`src/design/msdf_pkg.sv`:
```
// Shared types and constants of the multi-sensor detection fuser.
// No dependencies; imported by every design module except msdf_ram.
`default_nettype none

package msdf_pkg;

    // Table size and derived widths
    localparam int MAX_FUSED = 256;
    localparam int ADDR_W    = $clog2(MAX_FUSED);
    localparam int CNT_W     = ADDR_W + 1;

    // Field widths
    localparam int QW    = 16;      // quaternion / rotation element, Q1.14
    localparam int PW    = 32;      // position, Q16.16
    localparam int CW    = 21;      // covariance element, Q8.12
    localparam int RW    = 3 * CW;  // packed covariance row
    localparam int THR_W = 25;
    localparam int IDI_W = 16;
    localparam int ID_W  = 32;
    localparam int ENT_W = 3 * PW;  // stored table entry {z, y, x}

    localparam int ONE_Q14 = 16384;

    typedef logic [8:0][QW-1:0] t_rmat;
    typedef logic [2:0][PW-1:0] t_vec;
    typedef logic [2:0][RW-1:0] t_rows;

    typedef enum logic [1:0] {
        REQ_CYCLE  = 2'd0,
        REQ_SENSOR = 2'd1,
        REQ_DETECT = 2'd2,
        REQ_NOP    = 2'd3
    } t_req;

    // Result status codes
    localparam logic [2:0] ST_ACCEPT   = 3'd0;
    localparam logic [2:0] ST_DUP      = 3'd1;
    localparam logic [2:0] ST_INVALID  = 3'd2;
    localparam logic [2:0] ST_CTRL     = 3'd3;
    localparam logic [2:0] ST_UNSTORED = 3'd4;

    // Configuration register indexes
    localparam logic [1:0] CFG_THR    = 2'd0;
    localparam logic [1:0] CFG_ID_INC = 2'd1;
    localparam logic [1:0] CFG_ID_OFF = 2'd2;

    // Rotation loader write into the matrix registers
    typedef struct packed {
        logic          we;
        logic [3:0]    idx;
        logic [QW-1:0] val;
        logic          done;
    } t_rot_wr;

    // Table store request from the control FSM
    typedef struct packed {
        logic              we;
        logic [ADDR_W-1:0] addr;
    } t_store;

    // Duplicate scan outcome
    typedef struct packed {
        logic              done;
        logic              hit;
        logic [ADDR_W-1:0] idx;
    } t_scan_res;

    // Row-major index of a 3x3 element
    function automatic logic [3:0] midx(input logic [1:0] r, input logic [1:0] c);
        return 4'({2'b00, r} * 4'd3 + {2'b00, c});
    endfunction

endpackage

`default_nettype wire

```
`src/design/msdf_rot.sv`:
```
// Quaternion to rotation matrix loader: shared 16x16 multiplier for the
// products, then a radix-2 divider per element. Depends on msdf_pkg.
`default_nettype none

module msdf_rot import msdf_pkg::*; (
    input  logic                 i_clk,
    input  logic                 i_rst_n,
    input  logic                 i_start,
    input  logic signed [QW-1:0] i_qx,
    input  logic signed [QW-1:0] i_qy,
    input  logic signed [QW-1:0] i_qz,
    input  logic signed [QW-1:0] i_qw,
    output t_rot_wr              o_wr
);

    typedef enum logic [3:0] {
        R_IDLE = 4'b0001,
        R_MUL  = 4'b0010,
        R_NUM  = 4'b0100,
        R_DIV  = 4'b1000
    } t_rstate;

    t_rstate r_st;
    logic signed [QW-1:0] r_q [4];     // x y z w
    logic signed [31:0]   r_prod [10]; // xx yy zz ww xy zw xz yw yz xw
    logic [3:0]           r_cnt;       // product step, then element index
    logic [3:0]           r_bit;
    logic [34:0]          r_rem;
    logic [15:0]          r_lo;
    logic [15:0]          r_quo;
    logic                 r_neg;

    logic signed [QW-1:0] w_ma, w_mb;
    logic signed [31:0]   w_mul;
    logic signed [35:0]   w_d, w_n, w_mag;
    logic signed [35:0]   w_p [10];
    logic                 w_ident;
    logic [49:0]          w_num;
    logic [34:0]          w_den;
    logic [35:0]          w_sh, w_sub;
    logic                 w_ge;
    logic [15:0]          w_qn;
    logic                 w_last_div;

    // Product operand select
    always_comb begin
        case (r_cnt)
            4'd0:    begin w_ma = r_q[0]; w_mb = r_q[0]; end
            4'd1:    begin w_ma = r_q[1]; w_mb = r_q[1]; end
            4'd2:    begin w_ma = r_q[2]; w_mb = r_q[2]; end
            4'd3:    begin w_ma = r_q[3]; w_mb = r_q[3]; end
            4'd4:    begin w_ma = r_q[0]; w_mb = r_q[1]; end
            4'd5:    begin w_ma = r_q[2]; w_mb = r_q[3]; end
            4'd6:    begin w_ma = r_q[0]; w_mb = r_q[2]; end
            4'd7:    begin w_ma = r_q[1]; w_mb = r_q[3]; end
            4'd8:    begin w_ma = r_q[1]; w_mb = r_q[2]; end
            4'd9:    begin w_ma = r_q[0]; w_mb = r_q[3]; end
            default: begin w_ma = r_q[0]; w_mb = r_q[0]; end
        endcase
        w_mul = w_ma * w_mb;
    end

    // Norm and numerator of the current element
    always_comb begin
        for (int i = 0; i < 10; i++) begin
            w_p[i] = 36'(r_prod[i]);
        end
        w_d = w_p[0] + w_p[1] + w_p[2] + w_p[3];
        case (r_cnt)
            4'd0:    w_n = w_d - ((w_p[1] + w_p[2]) <<< 1);
            4'd1:    w_n = (w_p[4] - w_p[5]) <<< 1;
            4'd2:    w_n = (w_p[6] + w_p[7]) <<< 1;
            4'd3:    w_n = (w_p[4] + w_p[5]) <<< 1;
            4'd4:    w_n = w_d - ((w_p[0] + w_p[2]) <<< 1);
            4'd5:    w_n = (w_p[8] - w_p[9]) <<< 1;
            4'd6:    w_n = (w_p[6] - w_p[7]) <<< 1;
            4'd7:    w_n = (w_p[8] + w_p[9]) <<< 1;
            4'd8:    w_n = w_d - ((w_p[0] + w_p[1]) <<< 1);
            default: w_n = '0;
        endcase
        w_ident = (w_d == '0);
        w_mag   = (w_n < 0) ? -w_n : w_n;
        // round half away from zero: (|n| * 2^15 + d) / (2d)
        w_num   = {1'b0, w_mag[33:0], 15'd0} + 50'(w_d[33:0]);
        w_den   = {w_d[33:0], 1'b0};
    end

    // Divider step
    always_comb begin
        w_sh       = {r_rem, r_lo[15]};
        w_ge       = w_sh >= {1'b0, w_den};
        w_sub      = w_sh - {1'b0, w_den};
        w_qn       = {r_quo[14:0], w_ge};
        w_last_div = (r_st == R_DIV) && (r_bit == 4'd15);
    end

    // Matrix element write
    always_comb begin
        o_wr.we  = ((r_st == R_NUM) && w_ident) || w_last_div;
        o_wr.idx = r_cnt;
        if (r_st == R_NUM) begin
            o_wr.val = (r_cnt == 4'd0 || r_cnt == 4'd4 || r_cnt == 4'd8) ?
                       QW'(ONE_Q14) : '0;
        end else begin
            o_wr.val = r_neg ? -w_qn : w_qn;
        end
        o_wr.done = o_wr.we && (r_cnt == 4'd8);
    end

    // Sequencer
    always_ff @(posedge i_clk) begin
        if (!i_rst_n) begin
            r_st  <= R_IDLE;
            r_cnt <= '0;
            r_bit <= '0;
        end else begin
            case (r_st)
                R_IDLE: begin
                    if (i_start) begin
                        r_q[0] <= i_qx;
                        r_q[1] <= i_qy;
                        r_q[2] <= i_qz;
                        r_q[3] <= i_qw;
                        r_cnt  <= '0;
                        r_st   <= R_MUL;
                    end
                end
                R_MUL: begin
                    r_prod[r_cnt] <= w_mul;
                    if (r_cnt == 4'd9) begin
                        r_cnt <= '0;
                        r_st  <= R_NUM;
                    end else begin
                        r_cnt <= r_cnt + 4'd1;
                    end
                end
                R_NUM: begin
                    if (w_ident) begin
                        if (r_cnt == 4'd8) begin
                            r_st <= R_IDLE;
                        end else begin
                            r_cnt <= r_cnt + 4'd1;
                        end
                    end else begin
                        r_rem <= 35'(w_num[49:16]);
                        r_lo  <= w_num[15:0];
                        r_quo <= '0;
                        r_neg <= w_n < 0;
                        r_bit <= '0;
                        r_st  <= R_DIV;
                    end
                end
                R_DIV: begin
                    r_rem <= w_ge ? w_sub[34:0] : w_sh[34:0];
                    r_lo  <= {r_lo[14:0], 1'b0};
                    r_quo <= w_qn;
                    r_bit <= r_bit + 4'd1;
                    if (r_bit == 4'd15) begin
                        if (r_cnt == 4'd8) begin
                            r_st <= R_IDLE;
                        end else begin
                            r_cnt <= r_cnt + 4'd1;
                            r_st  <= R_NUM;
                        end
                    end
                end
                default: r_st <= R_IDLE;
            endcase
        end
    end

endmodule

`default_nettype wire

```
`config.mk`:
```
export PLATFORM = sky130hd
export DESIGN_NAME = msdf_rot
export DESIGN_NICKNAME = d
export VERILOG_FILES = /design/src/design/msdf_pkg.sv /design/src/design/msdf_rot.sv
export SDC_FILE = /design/constraint.sdc
export NUM_CORES = 2
export LEC_CHECK = 0
export BUFFER_PORTS_ARGS = -buffer_cell sky130_fd_sc_hd__buf_2
export CORE_MARGIN = 2
export CORE_UTILIZATION = 33
export DETAILED_ROUTE_END_ITERATION = 12
export GPL_ROUTABILITY_DRIVEN = 0
export PLACE_DENSITY = 0.52
export SYNTH_ARGS = -nofsm -noshare
export SYNTH_HDL_FRONTEND = slang
export SYNTH_SLANG_ARGS = --single-unit
```
`constraint.sdc`:
```
create_clock -name i_clk -period 16.2 [get_ports i_clk]
set_input_delay 0.81 -clock i_clk [delete_from_list [all_inputs] [get_ports i_clk]]
set_output_delay 0.81 -clock i_clk [all_outputs]
set_load 0.02 [all_outputs]
```
# == Word level (Yosys, flattened, before mapping) ==
# Memory sizes are Yosys's and may differ from the RTL's.
# Index checks and enable logic that the tools add are counted.
# word_totals
memories,2
ramBits,384
reg_bits,79
# mem_list
memory,depth,width,read_ports,rd_clocked_by_memory_dff,wr,line,source
r_prod,10,32,10,0,1,msdf_rot.sv:25,logic signed [31:0] r_prod [10];
r_q,4,16,4,0,4,msdf_rot.sv:24,logic signed [QW-1:0] r_q [4];
# op_classes
n_mul,1
n_mux,36
n_addsub,20
bitwise_logic,1
order_cmp,2
reduce_logical,20
eq_ne,20
# op_table
cell,n
36-bit case mux with 9 select lines,1
32-bit by 32-bit adder with 33-bit output,6
35-bit by 34-bit subtractor with 36-bit output,3
32-bit by 32-bit subtractor with 33-bit output,3
16-bit case mux with 3 select lines,2
35-bit two-way mux,2
35-bit case mux with 2 select lines,1
49-bit by 34-bit adder with 50-bit output,1
16-bit two-way mux,3
4-bit two-way mux,11
36-bit by 35-bit >= comparator with 1-bit output,1
36-bit logical NOT,1
"36-bit by 1-bit less-than comparator with 1-bit output, second input constant",1
34-bit by 32-bit adder with 35-bit output,1
35-bit subtractor,1
33-bit by 32-bit adder with 34-bit output,1
34-bit two-way mux,1
34-bit negation,1
16-bit by 16-bit multiplier with 32-bit output,1
16-bit case mux with 2 select lines,1
4-bit case mux with 4 select lines,2
15-bit two-way mux,2
15-bit case mux with 2 select lines,1
"4-bit by 3-bit == test with 1-bit output, second input constant",5
other kinds (23),47

# == Depth between registers and ports, before layout ==
# An unclocked memory read counts as a cell.
# depth
ltp_word,11
mapped_depth,59

# == Least setup slack after synthesis ==
# No wires, ideal clock.
# synth_path
path_kind,flip-flop to flip-flop
start,mem r_prod[1][1]
end,"reg r_rem[32], data pin"
setup_slack_ps,6021
arrival_ps,9920
required_time_ps,15941
synth_period_minus_slack_ps,10179
path_buffers,2
path_stages_with_launch,48
cell_sequence,edfxtp_1 > ha_1 > a211o_1 > o211ai_1 > a221oi_1 > a31o_2 > a31o_2 > a21o_1 > a21oi_1 > xor2_1 > fa_1 > inv_1 > ha_1 > and3_1 > a311oi_1 > o21ai_0 > a221o_1 > a21oi_1 > (+12 left out) > nand2_1 > o21a_1 > ha_1 > a21o_1 > a21oi_1 > o21ai_0 > a21oi_1 > o21ai_0 > a21oi_1 > o311a_1 > a21boi_0 > a21boi_0 > a211o_1 > o21ai_0 > and2_0 > and3_4 > a31oi_1 > o31a_1
# synth_rtl
element,line,source
"start, declared",msdf_rot.sv:25,
"end signal, assigned",msdf_rot.sv:145,r_rem <= 35'(w_num[49:16]);
"end signal, assigned",msdf_rot.sv:154,r_rem <= w_ge ? w_sub[34:0] : w_sh[34:0];
"end, declared",msdf_rot.sv:28,logic [34:0] r_rem;

# == Worst setup path in the final report ==
# layout_path
start,reg r_cnt[2]
end,"reg r_rem[32], data pin"
# layout_between
elab_chain_cells,7
# layout_rtl
element,line,source
"start, declared",msdf_rot.sv:26,logic [3:0] r_cnt;
"start signal, assigned",msdf_rot.sv:134,r_cnt <= r_cnt + 4'd1;
"start signal, assigned",msdf_rot.sv:142,r_cnt <= r_cnt + 4'd1;
"start signal, assigned",msdf_rot.sv:162,r_cnt <= r_cnt + 4'd1;
"4-bit == test, or another cell as far along",msdf_rot.sv:69,case (r_cnt)
36-bit case mux with 9 select lines *,msdf_rot.sv:69,
34-bit negation / 36-bit by 1-bit less-than comparator with 1-bit output (equally long branches),msdf_rot.sv:82,w_mag = (w_n < 0) ? -w_n : w_n;
34-bit two-way mux *,msdf_rot.sv:82,
49-bit by 34-bit adder with 50-bit output *,msdf_rot.sv:84,"w_num = {1'b0, w_mag[33:0], 15'd0} + 50'(w_d[33:0]);"
35-bit two-way mux *,msdf_rot.sv:138,if (w_ident) begin
35-bit case mux with 2 select lines *,msdf_rot.sv:117,case (r_st)
# Mark *: on every way between the ends. The rest lies on a longest branch, timed or not. The select of a mux whose other input is x is not followed.
# A chain may end at the register's enable or synchronous reset.

==> out/metrics.cfg <==
[clock_network]
cts_resized=0
numClockSinks=463
insertion_delay_ps=700
cts_root_buffer=clkbuf_16
clk_pin_slew_worst_paths_ps=60
cts_tree=built
post-cts-setup-buffers=0
htree_levels=2
ctsHoldBuffers=0
clk_path_buf_depth=3
cts_buffers=58

[run]
cap_violations=0

[synth]
ys_ff_latch=463
ys_async_sr_fraction_pct=0
ys_seq_area_share_pct=27.1
ys_warn_count=0
syn-num-nets=6515
syn-cell-area_sq_mm=0.0509
synthCells=5681
synth_edf_count=451
ys_types=125
synth_top_flop_cell=edfxtp_1
synth_area_per_cell_sq_um=8.96

[sta]
period_share_pct=76.3
rsz0062_at_grt=false
worst_slew_pin_slew_ps=1310
timing.final.crit_period_ps=12360
hold_viol_final=0
finClkSkew_ps=54.2
finalMaxSlewViolations=0
max_freq_mhz=80.9
slew_headroom_pct=12.0
setup-tns-final_ps=0
setup_viol=0

[global_route]
grt_max_degree=89
gr-total-overflow=0
grt_pass1_wl_mm=246
grt.total_usage_pct=20.1
grt_pass1_vias=41978
antenna_found_initial=4

[detailed_routing]
antenna_left=0
first_pass_iters=9
viasPerCell=5.46
drt_iter0_drc=3155
avgRoutedWirePerCell_um=20.7
drcViolationCount=0
drt-total-wl_mm=161
vias=42604
wl_met2_mm=74.5
top_layer_used=met4
route.layer.met1.wl_mm=71.1
wl_met3_mm=10.1

[finish]
mostFrequentLayoutCells=inv_1 (715), nor2_1 (487), ha_1 (460), edfxtp_1 (451), nand2_1 (427)
layout_commonest_cell=inv_1
nets=6533
drive_above_1_share_pct=7.92
fillCellCount=15702
syn_to_final_growth_pct=9.61

[floorplanning]
start_util_pct=33.1
num_io_pins=89
row_count=144
die_y_um=397
chipWidth_um=397
fp.coreArea_sq_mm=0.154
dieArea_sq_mm=0.157

[worst_setup_path]
slowest_delay_ps=790
crit_path_end_kind=flip-flop
crit_fanout=32
slowest_stage=dfxtp_1
crit_type=flip-flop to flip-flop
cp-start-kind=flip-flop
arrival_ps=12800
cp_data_required_time_ps=16640

[worst_hold_path]
hp-class=primary input to flip-flop

[run_status]
status=finished clean

[placed_design]
io_buffer_count=88
hpwl_mm=130

-- synth_stat cells (17+ instances only) --
master	n	share of area [%]
a31oi_1	63	0.77
o21ai_0	253	2.5
a31o_2	19	0.33
o2111ai_1	18	0.31
xor2_1	110	1.9
buf_1	20	0.15
and2_1	48	0.59
a21boi_0	20	0.29
a211o_1	29	0.50
clkbuf_1	179	1.3
or4_1	23	0.34
nor2_1	498	3.7
nand2_1	429	3.2
o21a_1	63	0.93
a21o_1	101	1.5
o22ai_1	18	0.22
nor3_1	92	0.90
a22o_1	19	0.33
xnor2_1	185	3.2
nand4_1	52	0.64
nand3_1	97	0.95
o31ai_1	48	0.71
and3_1	43	0.53
nor4_1	49	0.60
mux2i_1	40	0.79
inv_1	715	5.3
fa_1	307	12
o21bai_1	52	0.77
o211ai_1	45	0.66
ha_1	460	11
a21oi_1	421	4.1
a221o_1	28	0.55
nor2b_1	50	0.61
or3_1	36	0.44
edfxtp_1	451	27
a222oi_1	17	0.33
nand2b_1	74	0.91
a221oi_1	38	0.65
a211oi_1	52	0.77
mux2_2	38	0.84
or2_2	31	0.38
-- cell families (layout without fill, tap and decap cells) --
logic type | count (synthesis) | in the layout | synth area share (%)
xor gates and xnor gates | 297 | 297 | 5.14
other | 0 | 4 | 0
buffers and inverters | 941 | 1008 | 7.19
adders and majority gates | 773 | 773 | 23.5
muxes | 78 | 78 | 1.63
AOI/OAI and AO/OA | 1511 | 1511 | 20.0
DFF | 463 | 463 | 27.1
and+or+nand+nor | 1618 | 1618 | 15.5
-- layout make-up --
type | count | area [sq um] | share of cell area, %
Antenna cell | 4 | 10.0 | 0.0179
Clock buffer | 67 | 1510 | 2.70
Clock inverter | 42 | 463 | 0.830
Inverter | 715 | 2680 | 4.81
Multi-Input combinational cell | 4277 | 33600 | 60.3
Sequential cell | 463 | 13800 | 24.7
Tap cell | 2044 | 2560 | 4.58
Timing Repair Buffer | 184 | 1160 | 2.08
-- state kept, by name, summed over array words and instances, names as in the netlist --
name,flops
r_bit,4
r_cnt,4
r_lo,16
r_neg,1
r_prod,320
r_q,64
r_quo,15
r_rem,35
r_st,4
-- final timing paths --
path | start | endpoint | slack [ps] | cells after the start
min reg2reg | r_lo[5]$_DFFE_PP_ | r_lo[6]$_DFFE_PP_ | 520 | 2
max | r_cnt[2]$_SDFFE_PN0P_ | r_rem[32]$_DFFE_PP_ | 3840 | 42
min | i_qy[0] | r_q[1][0]$_DFFE_PP_ | 310 | 1
max reg2reg | r_cnt[2]$_SDFFE_PN0P_ | r_rem[32]$_DFFE_PP_ | 3840 | 42
-- per-layer routing --
layer  GRT usage [%]  vias to the layer above
li1                -                    20255
met1            26.6                    20752
met2            33.7                     1320
met3            2.74                      277
met4            6.44                        0
met5               0                        -
-- worst max-delay path: cells and delay by family (launching register included) --
kind | cells | cell delay, ps
and+or+nand+nor | 8 | 2070
muxes | 1 | 340
adders and majority gates | 3 | 990
buffers and inverters | 3 | 1190
AOI/OAI and AO/OA | 26 | 6510
DFF | 1 | 790
xor gates and xnor gates | 1 | 160
-- through the flow --
stage | setup WS [ps] | instance area [sq um] | cells | util (%) | hold WS, ps
floorplan | 6020 | 50900 | 5681 | - | 484
global placement | 4140 | 53800 | 7683 | 35.0 | 499
detailed placement | 3930 | 53800 | 7683 | 35.0 | 511
CTS | 3900 | 55800 | 7792 | 36.3 | 261
global route | 3040 | 55800 | 7792 | 36.3 | 278
finish | 3840 | 55800 | 7796 | 36.3 | 309
Power is left out: the tool's default activity adds up to more than one toggle a clock period on the data nets, which glitch-free logic cannot reach.
