<file path="src/design/msdf_pkg.sv">
// Shared types and constants of the multi-sensor detection fuser.
// No dependencies; imported by every design module except msdf_ram.
`default_nettype none

package msdf_pkg;

    // Table size and derived widths
    localparam int MAX_FUSED = 256;
    localparam int ADDR_W    = $clog2(MAX_FUSED);
    localparam int CNT_W     = ADDR_W + 1;

    // Field widths
    localparam int QW    = 16;      // quaternion / rotation element, Q1.14
    localparam int PW    = 32;      // position, Q16.16
    localparam int CW    = 21;      // covariance element, Q8.12
    localparam int RW    = 3 * CW;  // packed covariance row
    localparam int THR_W = 25;
    localparam int IDI_W = 16;
    localparam int ID_W  = 32;
    localparam int ENT_W = 3 * PW;  // stored table entry {z, y, x}

    localparam int ONE_Q14 = 16384;

    typedef logic [8:0][QW-1:0] t_rmat;
    typedef logic [2:0][PW-1:0] t_vec;
    typedef logic [2:0][RW-1:0] t_rows;

    typedef enum logic [1:0] {
        REQ_CYCLE  = 2'd0,
        REQ_SENSOR = 2'd1,
        REQ_DETECT = 2'd2,
        REQ_NOP    = 2'd3
    } t_req;

    // Result status codes
    localparam logic [2:0] ST_ACCEPT   = 3'd0;
    localparam logic [2:0] ST_DUP      = 3'd1;
    localparam logic [2:0] ST_INVALID  = 3'd2;
    localparam logic [2:0] ST_CTRL     = 3'd3;
    localparam logic [2:0] ST_UNSTORED = 3'd4;

    // Configuration register indexes
    localparam logic [1:0] CFG_THR    = 2'd0;
    localparam logic [1:0] CFG_ID_INC = 2'd1;
    localparam logic [1:0] CFG_ID_OFF = 2'd2;

    // Rotation loader write into the matrix registers
    typedef struct packed {
        logic          we;
        logic [3:0]    idx;
        logic [QW-1:0] val;
        logic          done;
    } t_rot_wr;

    // Table store request from the control FSM
    typedef struct packed {
        logic              we;
        logic [ADDR_W-1:0] addr;
    } t_store;

    // Duplicate scan outcome
    typedef struct packed {
        logic              done;
        logic              hit;
        logic [ADDR_W-1:0] idx;
    } t_scan_res;

    // Row-major index of a 3x3 element
    function automatic logic [3:0] midx(input logic [1:0] r, input logic [1:0] c);
        return 4'({2'b00, r} * 4'd3 + {2'b00, c});
    endfunction

endpackage

`default_nettype wire

</file>
<file path="src/design/msdf_xform.sv">
// World-frame transform: R*p+t and R*C*R^T on one shared 16x40 MAC.
// Depends on msdf_pkg.
`default_nettype none

module msdf_xform import msdf_pkg::*; (
    input  logic  i_clk,
    input  logic  i_rst_n,
    input  logic  i_start,
    input  t_rmat i_rmat,
    input  t_vec  i_trans,
    input  t_vec  i_pos,
    input  t_rows i_cov,
    output logic  o_done,
    output t_vec  o_wpos,
    output t_rows o_wcov
);

    typedef enum logic [3:0] {
        X_IDLE = 4'b0001,
        X_POS  = 4'b0010,
        X_MID  = 4'b0100,
        X_OUT  = 4'b1000
    } t_xstate;

    t_xstate r_ph;
    t_vec                 r_pos;
    logic signed [CW-1:0] r_c [9];
    logic signed [39:0]   r_m [9];
    logic signed [57:0]   r_acc;
    logic [1:0]           r_o, r_u, r_v;
    t_vec                 r_wpos;
    logic [2:0][2:0][CW-1:0] r_wc;
    logic                 r_done;

    logic [3:0]           w_ridx;
    logic signed [QW-1:0] w_a;
    logic signed [39:0]   w_b;
    logic signed [55:0]   w_prod;
    logic signed [57:0]   w_acc, w_rp, w_sp, w_rc;
    logic                 w_last_v, w_last_u, w_last_o;

    function automatic logic [PW-1:0] sat_pos(input logic signed [57:0] v);
        if (v > 58'sd2147483647) begin
            return 32'h7FFF_FFFF;
        end else if (v < -58'sd2147483648) begin
            return 32'h8000_0000;
        end
        return v[PW-1:0];
    endfunction

    function automatic logic [CW-1:0] sat_cov(input logic signed [57:0] v);
        if (v > 58'sd1048575) begin
            return 21'h0F_FFFF;
        end else if (v < -58'sd1048576) begin
            return 21'h10_0000;
        end
        return v[CW-1:0];
    endfunction

    // MAC operands and rounding
    always_comb begin
        w_ridx = (r_ph == X_OUT) ? midx(r_u, r_v) : midx(r_o, r_v);
        w_a    = $signed(i_rmat[w_ridx]);
        case (r_ph)
            X_POS:   w_b = 40'($signed(r_pos[r_v]));
            X_MID:   w_b = 40'(r_c[midx(r_v, r_u)]);
            default: w_b = r_m[midx(r_o, r_v)];
        endcase
        w_prod = w_a * w_b;
        w_acc  = ((r_v == 2'd0) ? 58'sd0 : r_acc) + 58'(w_prod);
        w_rp   = (w_acc + 58'sd8192) >>> 14;
        w_sp   = w_rp + 58'($signed(i_trans[r_o]));
        w_rc   = (w_acc + 58'sd134217728) >>> 28;
        w_last_v = (r_v == 2'd2);
        w_last_u = (r_ph == X_POS) || (r_u == 2'd2);
        w_last_o = (r_o == 2'd2);
    end

    // Loop counters and result registers
    always_ff @(posedge i_clk) begin
        if (!i_rst_n) begin
            r_ph   <= X_IDLE;
            r_o    <= '0;
            r_u    <= '0;
            r_v    <= '0;
            r_done <= 1'b0;
        end else begin
            r_done <= 1'b0;
            if (r_ph == X_IDLE) begin
                if (i_start) begin
                    r_pos <= i_pos;
                    for (int i = 0; i < 3; i++) begin
                        for (int j = 0; j < 3; j++) begin
                            r_c[3*i+j] <= $signed(i_cov[i][CW*j +: CW]);
                        end
                    end
                    r_o  <= '0;
                    r_u  <= '0;
                    r_v  <= '0;
                    r_ph <= X_POS;
                end
            end else begin
                r_acc <= w_acc;
                if (w_last_v) begin
                    case (r_ph)
                        X_POS:   r_wpos[r_o] <= sat_pos(w_sp);
                        X_MID:   r_m[midx(r_o, r_u)] <= 40'(w_acc);
                        default: r_wc[r_o][r_u] <= sat_cov(w_rc);
                    endcase
                end
                if (!w_last_v) begin
                    r_v <= r_v + 2'd1;
                end else begin
                    r_v <= '0;
                    if (!w_last_u) begin
                        r_u <= r_u + 2'd1;
                    end else begin
                        r_u <= '0;
                        if (!w_last_o) begin
                            r_o <= r_o + 2'd1;
                        end else begin
                            r_o <= '0;
                            case (r_ph)
                                X_POS: r_ph <= X_MID;
                                X_MID: r_ph <= X_OUT;
                                default: begin
                                    r_ph   <= X_IDLE;
                                    r_done <= 1'b1;
                                end
                            endcase
                        end
                    end
                end
            end
        end
    end

    assign o_done = r_done;
    assign o_wpos = r_wpos;
    always_comb begin
        for (int i = 0; i < 3; i++) begin
            o_wcov[i] = r_wc[i];
        end
    end

endmodule

`default_nettype wire

</file>
<file path="config.mk">
export PLATFORM = sky130hd
export DESIGN_NAME = msdf_xform
export DESIGN_NICKNAME = d
export VERILOG_FILES = /design/src/design/msdf_pkg.sv /design/src/design/msdf_xform.sv
export SDC_FILE = /design/constraint.sdc
export NUM_CORES = 2
export LEC_CHECK = 0
export ABC_AREA = 1
export BUFFER_PORTS_ARGS = -buffer_cell sky130_fd_sc_hd__buf_2
export CAP_MARGIN = 20
export CORE_MARGIN = 1.5
export CORE_UTILIZATION = 35
export DETAILED_ROUTE_END_ITERATION = 7
export HOLD_SLACK_MARGIN = 0.08
export PLACE_DENSITY = 0.55
export SYNTH_ARGS = -nofsm -noshare
export SYNTH_HDL_FRONTEND = slang
export SYNTH_SLANG_ARGS = --single-unit
</file>
<file path="constraint.sdc">
create_clock -name i_clk -period 15.9 [get_ports i_clk]
set_clock_uncertainty 0.05 [all_clocks]
set_input_delay 0.795 -clock i_clk [delete_from_list [all_inputs] [get_ports i_clk]]
set_output_delay 0.795 -clock i_clk [all_outputs]
set_load 0.005 [all_outputs]
</file>
# [Yosys cells after proc, flatten, opt, wreduce, memory -nomap -nowiden]
# Memory sizes are Yosys's and may differ from the RTL's.
# Cells that the tools add are included.
[totals] ff_bits=450 mem_bits_rw=549 inputBits=528 output_inout_bits=286 word_cells=147 mem_count=2
[mem_list] memory="r_m" depth=9 width=40 read_ports=1 rd_ports_with_merged_regs=0 write_ports=1 line="msdf_xform.sv:28" text="logic signed [39:0] r_m [9];"
[mem_list] memory="r_c" depth=9 width=21 read_ports=1 rd_ports_with_merged_regs=0 write_ports=9 line="msdf_xform.sv:27" text="logic signed [CW-1:0] r_c [9];"
[classes] add_sub_neg=11 multipliers=4 n_lt_le_gt_ge=10 n_eq_ne=8 mux=69 bitwise=6 n_reduce_logical=16
[op_table] operator="2-to-1 mux 32 bit" count=10
[op_table] operator="bitwise mux 189 bit" count=1
[op_table] operator="2-to-1 mux 21 bit" count=8
[op_table] operator="binary-select mux 32 bit (select 2 bit)" count=2
[op_table] operator="demux 63 bit (select 2 bit)" count=1
[op_table] operator="bitwise mux 96 bit" count=1
[op_table] operator="case mux 40 bit (2 select lines)" count=1
[op_table] operator="binary-select mux 16 bit (select 4 bit)" count=1
[op_table] operator="demux 32 bit (select 2 bit)" count=1
[op_table] operator="2-to-1 mux 63 bit" count=1
[op_table] operator="adder 58 x 15 -> 58 bit, second input constant" count=1
[op_table] operator="adder 58 x 29 -> 58 bit, second input constant" count=1
[op_table] operator="adder 58 x 56 -> 58 bit" count=1
[op_table] operator="2-to-1 mux 58 bit" count=1
[op_table] operator="multiplier 16 x 40 -> 56 bit" count=1
[op_table] operator="adder 44 x 32 -> 45 bit" count=1
[op_table] operator="> comparator 45 x 32 -> 1 bit, second input constant" count=1
[op_table] operator="< comparator 45 x 32 -> 1 bit, second input constant" count=1
[op_table] operator="demux 21 bit (select 2 bit)" count=1
[op_table] operator="> comparator 30 x 21 -> 1 bit, second input constant" count=1
[op_table] operator="< comparator 30 x 21 -> 1 bit, second input constant" count=1
[op_table] operator="2-to-1 mux 4 bit" count=6
[op_table] operator="2-to-1 mux 1 bit" count=22
[op_table] operator="2-to-1 mux 2 bit" count=10
[op_table] operator="24 further kinds" count=48

# [Depth between registers and ports, before layout]
[logic_depth] ltp_word=22 depth_mapped=72 ltp_nobuf=67

# [Worst setup path after synthesis]
# Ideal clock, no wire load.
[synth_timing] path_kind="flip-flop to flip-flop" startpoint="register r_o[0]" endpoint="register r_wpos, in the netlist o_wpos[10], data pin" setup_time_ns=0.273 arrival_time_ns=11.909 required_time_ns=15.577 path_slack_ns=3.669 path_stages_with_launch=61 n_path_buf=6 period_less_slack_ns=12.231 cell_sequence="dfxtp_1 > clkinv_1 > clkbuf_1 > ha_1 > inv_1 > fa_1 > inv_1 > buf_2 > nand2_1 > o21ai_1 > inv_1 > clkbuf_1 > o21ai_0 > o221ai_1 > o211ai_1 > o21ai_0 > clkbuf_1 > clkbuf_1 > [... 25 more ...] > inv_1 > mux2i_1 > inv_1 > ha_1 > nand2_1 > nor2_1 > inv_1 > nor4_1 > nand3_1 > nand3_1 > a31oi_1 > xor2_1 > nand2_1 > nor2_1 > nand3_1 > o21ai_0 > clkbuf_1 > nand2_1"
[synth_via] elab_chain_cells=22 word_cells_on_any_way=33 cone_classes="4 x add/sub; 2 x mul; 4 x order compare; 21 x mux; 1 x reduce/logical; 1 x memory"
[synth_rtl] element="start, declared" line="msdf_xform.sv:30" text="logic [1:0] r_o, r_u, r_v;"
[synth_rtl] element="start signal, assigned" line="msdf_xform.sv:120" text="r_o <= r_o + 2'd1;"
[synth_rtl] element="multiplier 2 x 2 -> 4 bit (*)" line="msdf_pkg.sv:70" text="return 4'({2'b00, r} * 4'd3 + {2'b00, c});"
[synth_rtl] element="adder 4 x 2 -> 4 bit (*)" line="msdf_pkg.sv:70"
[synth_rtl] element="2-to-1 mux 4 bit" line="msdf_xform.sv:62" text="w_ridx = (r_ph == X_OUT) ? midx(r_u, r_v) : midx(r_o, r_v);"
[synth_rtl] element="binary-select mux 16 bit (select 4 bit)" line="msdf_xform.sv:63" text="w_a = $signed(i_rmat[w_ridx]);"
[synth_rtl] element="2-to-1 mux 16 bit (not written as such)" line="msdf_xform.sv:63"
[synth_rtl] element="multiplier 16 x 40 -> 56 bit (*)" line="msdf_xform.sv:69" text="w_prod = w_a * w_b;"
[synth_rtl] element="adder 58 x 56 -> 58 bit (*)" line="msdf_xform.sv:70" text="w_acc = ((r_v == 2'd0) ? 58'sd0 : r_acc) + 58'(w_prod);"
[synth_rtl] element="net w_acc[27]" line="msdf_xform.sv:39" text="logic signed [57:0] w_acc, w_rp, w_sp, w_rc;"
[synth_rtl] element="[... 7 more ...]"
[synth_rtl] element="2-to-1 mux 1 bit" line="msdf_xform.sv:89" text="if (r_ph == X_IDLE) begin"
[synth_rtl] element="2-to-1 mux 1 bit" line="msdf_xform.sv:81" text="if (!i_rst_n) begin"
[synth_rtl] element="2-to-1 mux 32 bit (*)" line="msdf_xform.sv:48" text="return v[PW-1:0];"
[synth_rtl] element="2-to-1 mux 32 bit (*)" line="msdf_xform.sv:105" text="case (r_ph)"
[synth_rtl] element="2-to-1 mux 32 bit (*)" line="msdf_xform.sv:104" text="if (w_last_v) begin"
[synth_rtl] element="2-to-1 mux 32 bit (*)" line="msdf_xform.sv:89"
[synth_rtl] element="2-to-1 mux 32 bit (*)" line="msdf_xform.sv:81"
[synth_rtl] element="bitwise mux 96 bit (*)" line="msdf_xform.sv:106" text="X_POS: r_wpos[r_o] <= sat_pos(w_sp);"
[synth_rtl] element="end signal, assigned by index" line="msdf_xform.sv:106"
[synth_rtl] element="end, declared" line="msdf_xform.sv:31" text="t_vec r_wpos;"
# Mark *: on every way through the listed nets, which the timed path passes. The rest lies on a longest branch. The select of a mux whose other input is x is not followed.
# A chain may end at the register's enable or synchronous reset.

# [Worst setup path after layout]
[layout_timing] startpoint="register r_o[0]" endpoint="register r_wpos, in the netlist o_wpos[47], data pin"
# Same word-level chain as after synthesis.

==> flow_summary.json <==
{
  "mappedNetlistArea_um2": 69200,
  "placed_area_um2": 76900,
  "period_minus_slack_ns": 15.09,
  "synthCells": 7219,
  "cp.required_ns": 16.30,
  "slew-limit-headroom": 0.173,
  "cap_violations": 0,
  "drc": 0,
  "clock_sinks": 999,
  "final_cell_mix": "1678 x nand2_1, 1206 x inv_1, 988 x edfxtp_1",
  "yosys-top-cells-area": "edfxtp_1 43%, fa_1 19%, nand2_1 9.1%",
  "antenna_found_initial": 25,
  "setup_viol": 0,
  "initial_core_util": 0.351,
  "drt_iter0_drc": 5141,
  "cts-htree-levels": 3,
  "cts_tree": "built",
  "ys_seq_area_frac": 0.432,
  "cts_buffers": 103,
  "drt-pass1-iter-count": 6,
  "grt_max_degree": 185,
  "cpMostUsedCell": "nand2_1",
  "grt_use_total": 0.246,
  "status": "finished clean",
  "slowest_stage": "nor4_1",
  "die_area_um2": 200000,
  "final_cells": 10765,
  "root_buffer": "clkbuf_16",
  "fin_tns_setup_ns": 0,
  "placeableCoreArea_um2": 197000,
  "clk_latency_ns": 0.78,
  "cp-end-kind": "flip-flop",
  "dieWidth_um": 448,
  "final_common_cell": "nand2_1",
  "maxSlewViolCount": 0,
  "area_growth_pct": 16.0,
  "grt_pass1_wl_mm": 362,
  "post_drt_wl_per_cell_um": 23.1,
  "io_buffers": 813,
  "syn_avg_cell_area_um2": 9.59,
  "period_share": 0.949,
  "cts_setup_buffers": 0,
  "synth_edf_count": 988,
  "max_freq_mhz": 66.3,
  "slowest_delay_ns": 0.73,
  "cts.path.max_buffers": 3,
  "hold_ws_ns": 0.160,
  "stdcell_area_um2": 80300,
  "ys_ff_latch": 999,
  "synth_warnings": 0,
  "fp.dieH_um": 448,
  "finalNetCount": 9450,
  "ios": 814,
  "via_per_inst": 5.03,
  "drive_gt1_frac": 0.152,
  "post-place-cells": 10555,
  "via_count": 54098,
  "hp-class": "in2reg",
  "rows": 163,
  "clk_pin_slew_worst_paths_ns": 0.07,
  "cp-start-kind": "flip-flop",
  "async_reset_ff_frac": 0,
  "rsz0062_at_grt": "no",
  "globalplace.congestion": 0.968,
  "ys.flop_type": "edfxtp_1",
  "finalHoldViolations": 0,
  "worstPathMaxFanout": 58,
  "syn_nets": 8644,
  "crit_type": "reg2reg",
  "worst_pin_slew_ns": 1.24,
  "grt_pass1_vias": 54203,
  "cp_data_arrival_time_ns": 15.49,
  "grt-ovfl-total": 0,
  "totalWireLength_mm": 248,
  "synth.distinct_cells": 58,
  "synth_top_area_frac": 0.429,
  "drtAntennaViolNets": 0,
  "hpwl_mm": 194,
  "synth_top_cell_by_area": "edfxtp_1"
}
-- cells by family after synthesis --
kind of cell	synth area share
compound gates	0.0642
xor+xnor	0.0168
fa+ha+maj	0.235
buf+inv	0.0823
flops	0.432
mux	0.000289
simple gates	0.170
-- final cells by class --
class / count / area [um2]
flip-flops and latches: 999 / 29900
clock buffers: 128 / 2720
multi-input cells: 4716 / 33900
diodes: 13 / 32.5
repair buffers: 951 / 5150
clock inverters: 64 / 611
fillers: 19648 / 117000
inverters: 1254 / 4710
well taps: 2640 / 3300
-- through the flow --
| stage | worst slack (ns) | utilization |
|---|---|---|
| global route | 0.0500 | 0.408 |
| detailed placement | 0.926 | 0.390 |
| floorplan | 3.67 | - |
| global placement | 0.442 | 0.390 |
| finish | 0.810 | 0.408 |
| CTS | 0.870 | 0.407 |
-- synth_stat cells, types with 7 or more instances --
master and instances:
a21oi_1 281, a221oi_1 32, a22oi_1 19, a31oi_1 13, a32o_1 20, buf_1 42, buf_2 15, clkbuf_1 189
clkinv_1 26, dfxtp_1 11, edfxtp_1 988, fa_1 672, ha_1 225, inv_1 1208, inv_2 20, nand2_1 1678
nand2_2 16, nand3_1 245, nand4_1 51, nor2_1 838, nor2_2 18, nor3_1 33, nor4_1 8, o211ai_1 28
o21ai_0 281, o21ai_1 10, o21bai_1 10, o221ai_1 35, o311ai_0 13, or2_2 7, xnor2_1 39, xor2_1 79
xor2_2 7
-- layer usage --
layer | vias to the layer above | track usage | share of wire | routed length (um)
met5 | - | 0 | 0.00011 | 27
met4 | 4 | 0.0761 | 0.030 | 7500
met3 | 321 | 0.0267 | 0.067 | 16600
met2 | 2307 | 0.399 | 0.47 | 117000
met1 | 26835 | 0.344 | 0.43 | 108000
li1 | 24631 | - | - | -
-- flip-flops by register name, indices dropped and copies added, names as in the netlist --
signal and cells:
r_m 360, o_wcov 189, r_c 189, o_wpos 96, r_pos 96, r_acc 58, r_ph 4, r_o 2
r_u 2, r_v 2, o_done 1
-- path summary, 6_finish.rpt --
check,from,end,slack [ns],cells past startpoint
worst max-delay path,r_o[0],o_wpos[47],0.81,58
worst min-delay path,i_pos[18],r_pos[18],0.16,1
worst max register to register,r_o[0],o_wpos[47],0.81,58
worst min register to register,r_ph[1],r_ph[1],0.44,2
-- what timing repair did --
item                                    4_1_cts  5_1_grt
resized for setup                             0        2
endpoints found under the setup margin        0       57
hold buffers                                  3        0
endpoints found under the hold margin         3        0
-- critical path: cells and delay by family (launching register included) --
family | cells | cell delay (ns)
simple gates | 23 | 3.84
flops | 1 | 0.32
compound gates | 7 | 1.89
buf+inv | 15 | 3.03
fa+ha+maj | 11 | 4.67
xor+xnor | 2 | 0.94
Power is left out: the tool's default activity adds up to more than one toggle a clock period on the data nets, which glitch-free logic cannot reach.
